## config.mk

```make
export PLATFORM = sky130hd
export DESIGN_NAME = tbm_ctrl
export DESIGN_NICKNAME = d
export VERILOG_FILES = /design/src/rtl/tbm_pkg.sv /design/src/rtl/tbm_ctrl.sv
export SDC_FILE = /design/constraint.sdc
export NUM_CORES = 1
export LEC_CHECK = 0
export BUFFER_PORTS_ARGS = -buffer_cell sky130_fd_sc_hd__buf_2
export CELL_PAD_IN_SITES_DETAIL_PLACEMENT = 2
export CELL_PAD_IN_SITES_GLOBAL_PLACEMENT = 2
export CORE_MARGIN = 2
export CORE_UTILIZATION = 17
export CTS_CLUSTER_DIAMETER = 80
export CTS_CLUSTER_SIZE = 24
export DETAILED_ROUTE_END_ITERATION = 12
export MAX_ROUTING_LAYER = met4
export PLACE_DENSITY_LB_ADDON = 0.1
export SLEW_MARGIN = 20
export SYNTH_ARGS = -nofsm -noshare
export SYNTH_HDL_FRONTEND = slang
export SYNTH_SLANG_ARGS = --single-unit
```

## constraint.sdc

```tcl
create_clock -name clk -period 1.5 [get_ports clk]
set_clock_uncertainty 0.15 [all_clocks]
set_input_delay 0.225 -clock clk [delete_from_list [all_inputs] [get_ports clk]]
set_output_delay 0.225 -clock clk [all_outputs]
set_load 0.1 [all_outputs]
```

## src/rtl/tbm_pkg.sv

```systemverilog
package tbm_pkg;

  localparam int MAX_BLOCKS    = 256;
  localparam int HOP_BITS      = 8;
  localparam int BLOCK_BITS    = $clog2(MAX_BLOCKS);
  localparam int PTR_BITS      = $clog2(MAX_BLOCKS) + 1;
  localparam int NODE_BITS     = BLOCK_BITS + 4;
  localparam int HOP_ADDR_BITS = NODE_BITS + 4;
  localparam int NODE_DEPTH    = 1 << NODE_BITS;
  localparam int HOP_DEPTH     = 1 << HOP_ADDR_BITS;
  localparam int ADDR_BITS     = 32;
  localparam int LEN_BITS      = 6;
  localparam int MAX_LEN       = 32;
  localparam int STRIDE        = 4;

  typedef enum logic [2:0] {
    ST_CLEAR,
    ST_IDLE,
    ST_WALK,
    ST_HOP_READ,
    ST_RESULT
  } state_t;

  typedef struct packed {
    logic [15:0]           child_map;
    logic [14:0]           prefix_map;
    logic [BLOCK_BITS-1:0] child_base;
  } node_t;

  typedef struct packed {
    logic clear_wr;
    logic load;
    logic descend;
    logic search;
    logic ins_final;
    logic ins_full;
    logic hop_read;
  } cmd_t;

  typedef struct packed {
    logic clear_done;
    logic insert;
    logic more;
    logic child_set;
    logic child_none;
    logic pool_out;
  } status_t;

  typedef struct packed {
    logic       found;
    logic [3:0] pos;
  } match_t;

  // in-node bit position of a k-bit prefix taken from the top of v
  function automatic logic [3:0] pos_of(input logic [2:0] v, input logic [1:0] k);
    logic [3:0] base;
    logic [2:0] b;
    base = 4'((4'd1 << k) - 4'd1);
    b    = v >> (2'd3 - k);
    return base + {1'b0, b};
  endfunction

  // longest in-node match, lengths r down to 0
  function automatic match_t in_node_search(input logic [14:0] pmap, input logic [2:0] v,
                                            input logic [1:0] r);
    match_t     m;
    logic [3:0] p;
    m = '0;
    for (int k = 3; k >= 0; k--) begin
      p = pos_of(v, 2'(k));
      if (!m.found && (k <= int'(r)) && pmap[p]) begin
        m.found = 1'b1;
        m.pos   = p;
      end
    end
    return m;
  endfunction

endpackage

```

## src/rtl/tbm_ctrl.sv

```systemverilog
module tbm_ctrl (
  input  logic             clk,
  input  logic             rst,
  input  logic             start,
  input  tbm_pkg::status_t st,
  output tbm_pkg::cmd_t    cmd,
  output logic             busy,
  output logic             done
);

  tbm_pkg::state_t state;
  tbm_pkg::state_t state_next;
  logic            no_block;

  assign no_block = st.more && !st.child_set && st.child_none && st.pool_out;

  always_ff @(posedge clk) begin
    if (rst) begin
      state <= tbm_pkg::ST_CLEAR;
    end else begin
      state <= state_next;
    end
  end

  always_comb begin
    state_next = state;
    case (state)
      tbm_pkg::ST_CLEAR: begin
        if (st.clear_done) state_next = tbm_pkg::ST_IDLE;
      end
      tbm_pkg::ST_IDLE: begin
        if (start) state_next = tbm_pkg::ST_WALK;
      end
      tbm_pkg::ST_WALK: begin
        if (st.insert) begin
          if (no_block || !st.more) state_next = tbm_pkg::ST_RESULT;
        end else if (!(st.more && st.child_set)) begin
          state_next = tbm_pkg::ST_HOP_READ;
        end
      end
      tbm_pkg::ST_HOP_READ: state_next = tbm_pkg::ST_RESULT;
      tbm_pkg::ST_RESULT:   state_next = tbm_pkg::ST_IDLE;
      default:              state_next = tbm_pkg::ST_IDLE;
    endcase
  end

  always_comb begin
    cmd  = '0;
    busy = 1'b1;
    done = 1'b0;
    case (state)
      tbm_pkg::ST_CLEAR: cmd.clear_wr = 1'b1;
      tbm_pkg::ST_IDLE: begin
        busy     = 1'b0;
        cmd.load = start;
      end
      tbm_pkg::ST_WALK: begin
        if (st.insert) begin
          if (!st.more) begin
            cmd.ins_final = 1'b1;
          end else if (no_block) begin
            cmd.ins_full = 1'b1;
          end else begin
            cmd.descend = 1'b1;
          end
        end else begin
          cmd.search  = 1'b1;
          cmd.descend = st.more && st.child_set;
        end
      end
      tbm_pkg::ST_HOP_READ: cmd.hop_read = 1'b1;
      tbm_pkg::ST_RESULT:   done = 1'b1;
      default:              busy = 1'b1;
    endcase
  end

endmodule

```

==> results by group <==
Logic synthesis
  • Yosys warns: 0
  • Cell area after synthesis: 272.8 sq um
  • Synth Area in Simple Gates: 43.12%
  • Syn_area_per_cell: 8.022 sq um
  • Synthesized Nets: 43
  • Compound-gate portion of the synthesized area: 17.89%
  • Sequential-to-total area share from yosys stat: 22.02%
  • Synth Register Bits: 3
  • Synth Area in Adders: 0%
  • Cells after Synth: 34
  • Largest family of logic cells by synthesized area: simple AND/OR/NAND/NOR gates
  • Unique masters post-synth: 23
  • Mux contribution to synthesized area: 11.01%
  • Synth Area in XOR/XNOR: 0%

Floorplan
  • Row count: 14
  • Die width: 44.06 um
  • Core region area: 0.001506 sq mm
  • Initial Util: 18.11%
  • Chip Height: 44.06 um
  • Die area: 0.001941 sq mm
  • IO Count: 18

Finish
  • Core Util, Final: 45.60%
  • Largest registers: state (3)
  • Top reg by flops: state
  • Ant. Diodes: 0
  • Layout area overhead: 151.8%
  • Final Instance Area: 686.9 sq um
  • Share of layout cells above drive strength 1: 75.41%
  • Nets: 71
  • Max FFs per register: 3

Global routing
  • First-pass GRT wire length: 1.635 mm
  • Initial antenna violation count: 0
  • Total GRT Usage: 11.82%
  • Gr ovfl total: 0
  • Vias in the first global route: 386
  • Largest net degree at the start of global routing: 8

Timing
  • PnR worst setup slack: -226.0 ps
  • Period minus WS final: 1726 ps
  • Fin. Hold Viols: 0
  • RSZ-0062 raised after global routing: yes
  • FMAX: 579.4 MHz
  • Final count of negative-setup-slack endpoints: 8
  • Slew HR: 80.08%
  • Pins Over Slew Limit: 0
  • Worst slew pin tran: 297.7 ps
  • Period utilization: 115.1%

Clocking
  • Clock Path Buffers: 2
  • TritonCTS clock tree: built
  • Worst-skew pair later-pin latency: 230 ps
  • Post-CTS setup buffer count: 0
  • Clk root buf: clkbuf_4
  • Number of clock buffers inserted by TritonCTS: 3
  • Htree depth: 1
  • Reg clk slew, reported paths: 30 ps
  • CTS sink count: 3

Job
  • Max cap viols: 0

Critical path
  • Data arrival time of the critical path: 1350 ps
  • Critical-path top delay cell: and4bb_4
  • Crit path capture type: output port
  • CP max FO: 4
  • Delay-heaviest family, CP: simple AND/OR/NAND/NOR gates
  • CP required: 1120 ps
  • Startpoint types: register
  • Worst-path cell chain: and4bb_4 -> a22oi_2 -> nor2b_4 -> buf_12
  • Crit Path Category: reg2out
  • Max stage delay on crit path: 370 ps
  • CP bufs+invs: 1

Drt
  • Starting DRC count in detailed routing: 4
  • DRC viols: 0
  • Routed len/inst: 13.17 um
  • Vias: 358
  • ANT nets after route: 0
  • DR pass1 iterations: 3
  • Detailed Route WL: 1.014 mm
  • Via density: 4.649

Placement
  • GP Congestion: 0.7024
  • Placed Area: 618.1 sq um
  • HPWL after detailed placement: 865.7 um
  • Port buffer count: 17
  • Setup WS pre-CTS: -21.48 ps

Power
  • Switch share: 51.69%
  • Combinational share of power: 74.6%
  • Peak VDD IR: 0.4989 mV
  • Cell Pwr Density: 1503 mW/mm^2
  • NetSw: 0.0005337 W
  • Cell-internal power: 0.0004988 W
  • Sequential power share: 12.1%
  • Clk pwr share: 13.3%
  • P_leak: 0.2680 nW

Run status
  • Failing checks: setup timing
  • Status: finished, violations left

Min path
  • Hold WC Path Type: in2reg
==> cells by family (layout without fill, tap and decap cells) <==
logic type	after synthesis	count (layout)
muxes	3	3
and+or+nand+nor	18	18
DFF	3	3
buffers and inverters	3	30
AOI/OAI and AO/OA	7	7
==> final cells by class <==
| class | instances | area (sq um) |
|---|---|---|
| tap | 16 | 20.02 |
| inverter | 1 | 3.754 |
| clock buffer | 4 | 26.28 |
| timing repair buffer | 25 | 284.0 |
| fill | 158 | 819.5 |
| multi-input combinational | 28 | 286.5 |
| sequential | 3 | 66.31 |
==> cells in the final DEF (no fill, tap or decap), types with 2 or more instances in the layout <==
cell type and n:
a21oi_1 2, dfxtp_2 2, buf_4 7, buf_12 9, nand2_2 2, mux2i_1 3, clkbuf_4 3, nor2b_4 2
nor2_1 3, nor2_4 2, buf_2 8
==> repair_timing <==
| item | 4_1_cts | 5_1_grt |
|---|---|---|
| endpoints found under the setup margin | 10 | 11 |
| hold buffers | 0 | 0 |
| resized for setup | 6 | 3 |
| pin swaps | 3 | 0 |
==> synth_stat cells <==
cell type / count / area (sq um)
a21oi_1: 2 / 10.01
a22oi_1: 1 / 7.510
a31oi_1: 1 / 6.260
a32o_1: 1 / 10.01
and3_1: 1 / 6.260
and4bb_4: 1 / 16.27
buf_2: 1 / 5.000
buf_4: 1 / 7.510
dfxtp_1: 3 / 60.06
inv_1: 1 / 3.750
mux2i_1: 3 / 30.03
nand2_1: 2 / 7.510
nand2b_1: 2 / 12.51
nand3b_1: 1 / 7.510
nor2_1: 5 / 18.77
nor2b_1: 1 / 6.260
nor2b_2: 1 / 8.760
nor3_1: 1 / 5.000
nor3b_1: 1 / 7.510
nor4_1: 1 / 6.260
nor4b_2: 1 / 15.01
o21a_1: 1 / 7.510
o21bai_1: 1 / 7.510
==> metal layers <==
layer	part of all wire, %	track usage, %	wire (um)
met5	0	-	0
met4	0	5.455	0
met3	4.3	2.449	44
met2	56	19.12	569
met1	39	13.97	400
==> path summary, 6_finish.rpt <==
path            start        to  slack [ps]  cells past startpoint
max          state[2]    cmd[4]        -230                      4
min               rst  state[2]          60                      2
max reg2reg  state[2]  state[0]          30                      4
min reg2reg  state[1]  state[2]         500                      3
==> per-stage QoR <==
| step | setup TNS [ps] | total power [W] | instances | hold WS (ps) |
|---|---|---|---|---|
| floorplan | -6041 | 0.0006052 | 34 | 146.0 |
| global placement | -27.04 | 0.0008463 | 73 | 278.3 |
| detailed placement | -41.01 | 0.0008629 | 73 | 299.2 |
| CTS | -1054 | 0.001038 | 77 | 54.36 |
| global route | -1436 | 0.001088 | 77 | 67.63 |
| finish | -882.6 | 0.001033 | 77 | 59.98 |
==> power groups by stage <==
stage                     clock [W]  combinational (W)  sequential [W]
after floorplan                   0           0.000490        0.000116
after detailed placement          0           0.000738        0.000125
after global routing       0.000156           0.000804        0.000128
final                      0.000138           0.000770        0.000125
after CTS                  0.000145           0.000767        0.000126
after global placement            0           0.000721        0.000125
Power figures use the tool's default switching activity.
